### src/design/nkls_pkg.sv
// ----------------------------------------------------------------------------
// nkls_pkg
// Shared types and constants for the nearest-k load selector.
// ----------------------------------------------------------------------------
package nkls_pkg;

   localparam int SLOTS       = 16;
   localparam int SLOT_W      = $clog2(SLOTS);
   localparam int CNT_W       = 5;
   localparam int COORD_BITS  = 24;
   localparam int MAG_W       = COORD_BITS + 1;
   localparam int SQ_W        = 2 * MAG_W - 1;
   localparam int KEY_W       = SQ_W + 2;
   localparam int MAX_RESULTS = 16;
   localparam int POS_W       = 3 * COORD_BITS;

   localparam logic [KEY_W-1:0] ONE_SQUARED = KEY_W'(65536);
   localparam logic [CNT_W-1:0] BUDGET_RESET = CNT_W'(8);

   localparam logic [1:0] CMD_ADD    = 2'd0;
   localparam logic [1:0] CMD_REMOVE = 2'd1;
   localparam logic [1:0] CMD_MOVE   = 2'd2;
   localparam logic [1:0] CMD_POLL   = 2'd3;

   localparam logic [1:0] ACT_NONE   = 2'd0;
   localparam logic [1:0] ACT_LOAD   = 2'd1;
   localparam logic [1:0] ACT_UNLOAD = 2'd2;

   typedef struct packed {
      logic              vld;
      logic [SLOT_W-1:0] slot;
   } dist_tag_type;

endpackage

### src/design/nkls_dist.sv
// ----------------------------------------------------------------------------
// nkls_dist
// Three-stage squared-distance pipeline: abs difference, square, sum.
// ----------------------------------------------------------------------------
module nkls_dist
   import nkls_pkg::*;
(
   input  logic                         clock,
   input  logic                         reset,
   input  dist_tag_type                 in_tag,
   input  logic signed [COORD_BITS-1:0] obj_x,
   input  logic signed [COORD_BITS-1:0] obj_y,
   input  logic signed [COORD_BITS-1:0] obj_z,
   input  logic signed [COORD_BITS-1:0] cam_x,
   input  logic signed [COORD_BITS-1:0] cam_y,
   input  logic signed [COORD_BITS-1:0] cam_z,
   output dist_tag_type                 out_tag,
   output logic [KEY_W-1:0]             out_key
);

   dist_tag_type tag1_ff, tag2_ff, tag3_ff;
   logic [MAG_W-1:0] mx_ff, my_ff, mz_ff;
   logic [SQ_W-1:0]  sx_ff, sy_ff, sz_ff;
   logic [KEY_W-1:0] key_ff;
   logic signed [MAG_W-1:0] dx, dy, dz;
   logic [KEY_W-1:0] sum;

   assign dx = MAG_W'(cam_x) - MAG_W'(obj_x);
   assign dy = MAG_W'(cam_y) - MAG_W'(obj_y);
   assign dz = MAG_W'(cam_z) - MAG_W'(obj_z);
   assign sum = KEY_W'(sx_ff) + KEY_W'(sy_ff) + KEY_W'(sz_ff);

   always_ff @(posedge clock) begin
      if (reset) begin
         tag1_ff <= '0;
         tag2_ff <= '0;
         tag3_ff <= '0;
      end else begin
         tag1_ff <= in_tag;
         tag2_ff <= tag1_ff;
         tag3_ff <= tag2_ff;
      end
      mx_ff  <= dx[MAG_W-1] ? MAG_W'(-dx) : MAG_W'(dx);
      my_ff  <= dy[MAG_W-1] ? MAG_W'(-dy) : MAG_W'(dy);
      mz_ff  <= dz[MAG_W-1] ? MAG_W'(-dz) : MAG_W'(dz);
      sx_ff  <= SQ_W'(mx_ff * mx_ff);
      sy_ff  <= SQ_W'(my_ff * my_ff);
      sz_ff  <= SQ_W'(mz_ff * mz_ff);
      key_ff <= (sum == '0) ? ONE_SQUARED : sum;
   end

   assign out_tag = tag3_ff;
   assign out_key = key_ff;

endmodule

### config.mk
export PLATFORM = sky130hd
export DESIGN_NAME = nkls_dist
export DESIGN_NICKNAME = d
export VERILOG_FILES = /design/src/design/nkls_pkg.sv /design/src/design/nkls_dist.sv
export SDC_FILE = /design/constraint.sdc
export NUM_CORES = 2
export LEC_CHECK = 0
export ABC_AREA = 1
export BUFFER_PORTS_ARGS = -buffer_cell sky130_fd_sc_hd__buf_2
export CORE_MARGIN = 5
export CORE_UTILIZATION = 61
export DETAILED_ROUTE_END_ITERATION = 10
export PLACE_DENSITY = 0.77
export SYNTH_ARGS = -nofsm -noshare
export SYNTH_HDL_FRONTEND = slang
export SYNTH_SLANG_ARGS = --single-unit
### constraint.sdc
create_clock -name clock -period 9.3 [get_ports clock]
set_input_delay 0.465 -clock clock [delete_from_list [all_inputs] [get_ports clock]]
set_output_delay 0.465 -clock clock [all_outputs]
set_load 0.02 [all_outputs]
Word level (Yosys, flattened, before mapping)
Cells that the tools add are included.
{"block": "totals", "ff_bits": 288, "input_bits": 151, "word_cells": 31}
{"block": "classes", "add_sub_neg": 8, "multipliers": 3, "muxes": 3, "n_reduce_logical": 1}
{"operator": "multiplier 25 x 25 -> 49 bit", "n": 3}
{"operator": "negator 25 bit", "n": 3}
{"operator": "subtractor 24 x 24 -> 25 bit", "n": 3}
{"operator": "two-way mux 24 bit", "n": 3}
{"operator": "adder 50 x 49 -> 51 bit", "n": 1}
{"operator": "zero test 51 bit", "n": 1}
{"operator": "adder 49 x 49 -> 50 bit", "n": 1}

Logic depth before layout (Yosys ltp)
{"block": "logic_depth", "ltp_word": 3, "ltp_mapped": 33, "mapped_depth_nobuf": 31}

Worst setup path before layout
Ideal clock, no wire load.
{"block": "synth_path", "kind": "flip-flop to flip-flop", "start": "register mx_ff[3]", "end": "register sx_ff[46]", "setup_ps": 112, "t_arrival_ps": 6304, "required_time_ps": 9188, "slack_ps": 2884, "path_stages_with_launch": 31, "n_path_buf": 2, "period_less_slack_ps": 6416, "cell_sequence": "dfxtp_1 clkbuf_1 clkbuf_1 nand2_1 fa_1 inv_1 fa_1 inv_1 fa_1 inv_1 fa_1 inv_1 fa_1 inv_1 fa_1 inv_1 fa_1 inv_1 ha_1 nand2_1 nor2_1 inv_1 nor2_1 nand4_1 nand3_1 nand2_1 nand3_1 a21oi_1 or2_2 nand3_1 nand2_1"}
{"block": "synth_via", "elab_chain_len": 1}
{"item": "start: declaration", "line_no": "nkls_dist.sv:22", "text": "logic [MAG_W-1:0] mx_ff, my_ff, mz_ff;"}
{"item": "start signal: assignment", "line_no": "nkls_dist.sv:43", "text": "mx_ff <= dx[MAG_W-1] ? MAG_W'(-dx) : MAG_W'(dx);"}
{"item": "multiplier 25 x 25 -> 49 bit", "line_no": "nkls_dist.sv:46", "text": "sx_ff <= SQ_W'(mx_ff * mx_ff);"}
{"item": "end signal: assignment", "line_no": "nkls_dist.sv:46"}
{"item": "end: declaration", "line_no": "nkls_dist.sv:23", "text": "logic [SQ_W-1:0] sx_ff, sy_ff, sz_ff;"}
No other way between the ends.
A chain may end at the register's enable or synchronous reset.

Final worst setup path
{"block": "layout_path", "start": "register mz_ff[19]", "end": "register sz_ff[42]"}
{"block": "layout_via", "elab_chain_len": 1}
{"item": "start: declaration", "line_no": "nkls_dist.sv:22"}
{"item": "start signal: assignment", "line_no": "nkls_dist.sv:45", "text": "mz_ff <= dz[MAG_W-1] ? MAG_W'(-dz) : MAG_W'(dz);"}
{"item": "multiplier 25 x 25 -> 49 bit", "line_no": "nkls_dist.sv:48", "text": "sz_ff <= SQ_W'(mz_ff * mz_ff);"}
{"item": "end signal: assignment", "line_no": "nkls_dist.sv:48"}
{"item": "end: declaration", "line_no": "nkls_dist.sv:23"}
No other way between the ends.

==> reports/results.txt <==
Starting Density = 0.613
Initial drt markers = 4,215
Yosys warning total = 0
Hold Violations, Final = 0
Worst R2R Path Depth = 24
Worst Path Arrival = 8.00 ns
Final setup violation count = 0
Area of the multi-input gates = 0.0545 mm2
Synth Flop Type = dfxtp_1
Most used cell, CP = fa_1
TritonRoute pass-1 iters = 6
CTS tree = built
Critical Path Sink Type = register
Cts repair resizes = 0
Clock Tree Root = clkbuf_16
Total wire length = 188 mm
GP Congestion = 1.00
DPL Wire Length = 160 mm
Fmax = 134 MHz
Largest net degree at the start of global routing = 29
Setup TNS = 0 ns
Reg clk slew, reported paths = 0.07 ns
RR Endpoint = sz_ff[42]
Final Non-Filler Cells = 11,000
# IOs = 207
Worst-skew pair later-pin latency = 0.62 ns
Worst Clk Skew = 0.0289 ns
Fin util = 0.647
Worst slew margin = 0.113
Hold Path Class = primary input to register
Cts bufs inserted = 38
Post-synth EDFFs = 0
Fill count = 10,100
Min Hold Slack = 0.0557 ns
Hold_buf cts = 0
RSZ-0062 raised after global routing = false
FF+latch area = 0.00571 mm2
Vias in the first global route = 62,100
# nets final = 11,700
Hold Path Depth = 3
Core Area = 0.118 mm2
Syn Area/Cell = 7.75 um2
Critical-path cell list = nand2_1 -> fa_1 -> inv_1 -> fa_1 -> fa_1 -> inv_1 -> fa_1 -> inv_1 -> fa_1 -> fa_1 -> inv_1 -> fa_1 -> inv_1 -> ha_1 -> a21oi_1 -> o21ai_0 -> a21oi_1 -> nand2_1 -> a21oi_1 -> inv_1 -> a21oi_1 -> nor2_1 -> nor2_1 -> xnor2_1
#FFs+latches synth = 285
All-Layer GR Usage = 0.307
Post-layout min period = 7.48 ns
Buf/Inv on CP = 6
Max-cap violations = 0
Overall die height = 354 um
Vias/cell = 5.25
WL/cell = 17.1 um
Cell taking the most area after synthesis = fa_1
Slew @ Worst Pin = 1.33 ns
CP peak stage delay = 1.20 ns
Synth area leaders = fa_1 (40%), inv_1 (16%), ha_1 (12%), nand2_1 (10%), dfxtp_1 (7.9%)
Startpoint Class = register
Initial antenna violation count = 5
Share of post-route cells with drive strength above 1 = 0.0423
Worst r2r src = mz_ff[19]
Area Overhead vs Synth = 5.52%
Post-synth ARST share = 0
Ratio of final minimum period to clock period = 0.804
Hold Startpoint = in_tag[1]
Synth cell types = 53
Clock tree buffer depth = 3
Post-CTS Setup Inserts = 0
Vias = 57,800
Row Count = 126
CP delay by family, top = adder cells
R2R Setup Slk = 1.82 ns
CP Class = register to register
First-pass GRT wire length = 310 mm
Die width = 354 um
Sequential fraction of the synthesis area = 0.0789
DRC = 0
Placed Cells incl. Taps = 10,900
Antenna viol nets, final = 0
Synth Instances = 9,326
Slowest cell on the critical path = dfxtp_1
Post-synthesis cell area = 0.0723 mm2
Synth top area share = 0.401
Clock Sink Count = 285
Status = complete, no violations
Crit-path max FO = 25
Die Footprint = 0.126 mm2
Fin. max-slew vios = 0
H-tree depth = 2
Required @ worst endpoint = 9.83 ns
Grt ovf = 0
Min-Delay Endpoint = tag1_ff[1]
Buffers added on ports = 206
==> cell usage after synthesis, types with 3 or more instances <==
cell type  count
nor2_2        12
or2_2          7
o21ai_2        3
ha_1         670
fa_1        1450
a21oi_2        4
and2_1         6
nor2_1       441
dfxtp_1      285
o21ai_0      161
buf_6          3
o21a_1        22
a31oi_1       54
nand2_1     1970
a21boi_0       4
nand4_1       59
a21o_1        23
a21oi_1      307
nand2_2       20
and3_1         7
o21bai_1      19
nand3_1      206
xnor2_1      114
clkbuf_1     204
o21ai_1        6
xor2_1       136
nor4_1         8
nand3_2        4
buf_4          3
inv_2          3
nand2_4        3
o211ai_1      11
nand3b_1      29
inv_1       3007
nor3_1        45
==> worst register-to-register path, stage by stage (launching register included) <==
cell and delay [ns]:
dfxtp_1 1.20, nand2_1 0.26, fa_1 0.61, inv_1 0.07, fa_1 0.50, fa_1 0.54, inv_1 0.05, fa_1 0.51
inv_1 0.06, fa_1 0.46, fa_1 0.52, inv_1 0.05, fa_1 0.53, inv_1 0.06, ha_1 0.36, a21oi_1 0.24
o21ai_0 0.18, a21oi_1 0.20, nand2_1 0.07, a21oi_1 0.22, inv_1 0.09, a21oi_1 0.21, nor2_1 0.07, nor2_1 0.16
xnor2_1 0.15
==> metrics by stage <==
| stage | instance area [um2] | setup slack, ns |
|---|---|---|
| 3_5_place_dp | 74900 | 1.93 |
| 2_1_floorplan | 72300 | 2.88 |
| 6_report | 76300 | 1.82 |
| 4_1_cts | 76300 | 1.86 |
| 5_1_grt | 76300 | 1.43 |
| 3_3_place_gp | 74900 | 1.95 |
==> cell type report <==
cell class / instances / share of cell area
antenna: 1 / 0.0000328
clock buffer: 47 / 0.0138
clock inverter: 21 / 0.00408
inverter: 3011 / 0.148
multi-input combinational: 5821 / 0.714
sequential: 285 / 0.0748
tap: 1536 / 0.0252
timing repair buffer: 271 / 0.0199
==> state kept, by name (all words and copies together), names as in the netlist <==
register / flops
my_ff: 25
tag2_ff: 5
out_key: 51
mz_ff: 25
sy_ff: 48
sz_ff: 48
sx_ff: 48
tag1_ff: 5
mx_ff: 25
out_tag: 5
==> kinds of logic after synthesis <==
group / count (synthesis) / synth area share
simple gates: 2819 / 0.157
flops: 285 / 0.0789
compound gates: 628 / 0.0483
other cells: 1 / 0.0000519
fa+ha+maj: 2120 / 0.517
buf+inv: 3222 / 0.168
xor+xnor: 251 / 0.0305
==> worst max-delay path by stage <==
stage	start	end	cells past startpoint	slack, ns
2_1_floorplan	mx_ff[3]	sx_ff[46]	30	2.88
3_3_place_gp	mz_ff[19]	sz_ff[45]	23	1.95
3_5_place_dp	my_ff[6]	sy_ff[48]	23	1.93
4_1_cts	mz_ff[19]	sz_ff[45]	23	1.86
5_1_grt	my_ff[1]	sy_ff[48]	25	1.43
6_report	mz_ff[19]	sz_ff[42]	24	1.82
==> placed cells by master (no fill, tap or decap), types with 12 or more instances in the layout <==
master and count:
clkbuf_16 38, buf_2 206, o21a_1 22, nand2_2 20, a21oi_1 307, o21ai_0 161
nor2_2 12, nor3_1 45, xnor2_1 114, nand3b_1 29, xor2_1 136, nand3_1 206
fa_1 1450, inv_1 3007, nor2_1 441, nand4_1 59, buf_4 65, nand2_1 1970
ha_1 670, a21o_1 23, dfxtp_1 285, o21bai_1 19, a31oi_1 54
==> routing by layer <==
| layer | GRT usage | vias up | share of wire |
|---|---|---|---|
| li1 | - | 26900 | - |
| met1 | 0.407 | 28000 | 0.40 |
| met2 | 0.510 | 2284 | 0.47 |
| met3 | 0.0459 | 488 | 0.084 |
| met4 | 0.123 | 4 | 0.043 |
| met5 | 0 | - | 0.00014 |
Power is not shown: default switching activity piles up to over one toggle a cycle in this logic, so the estimate is an artifact.
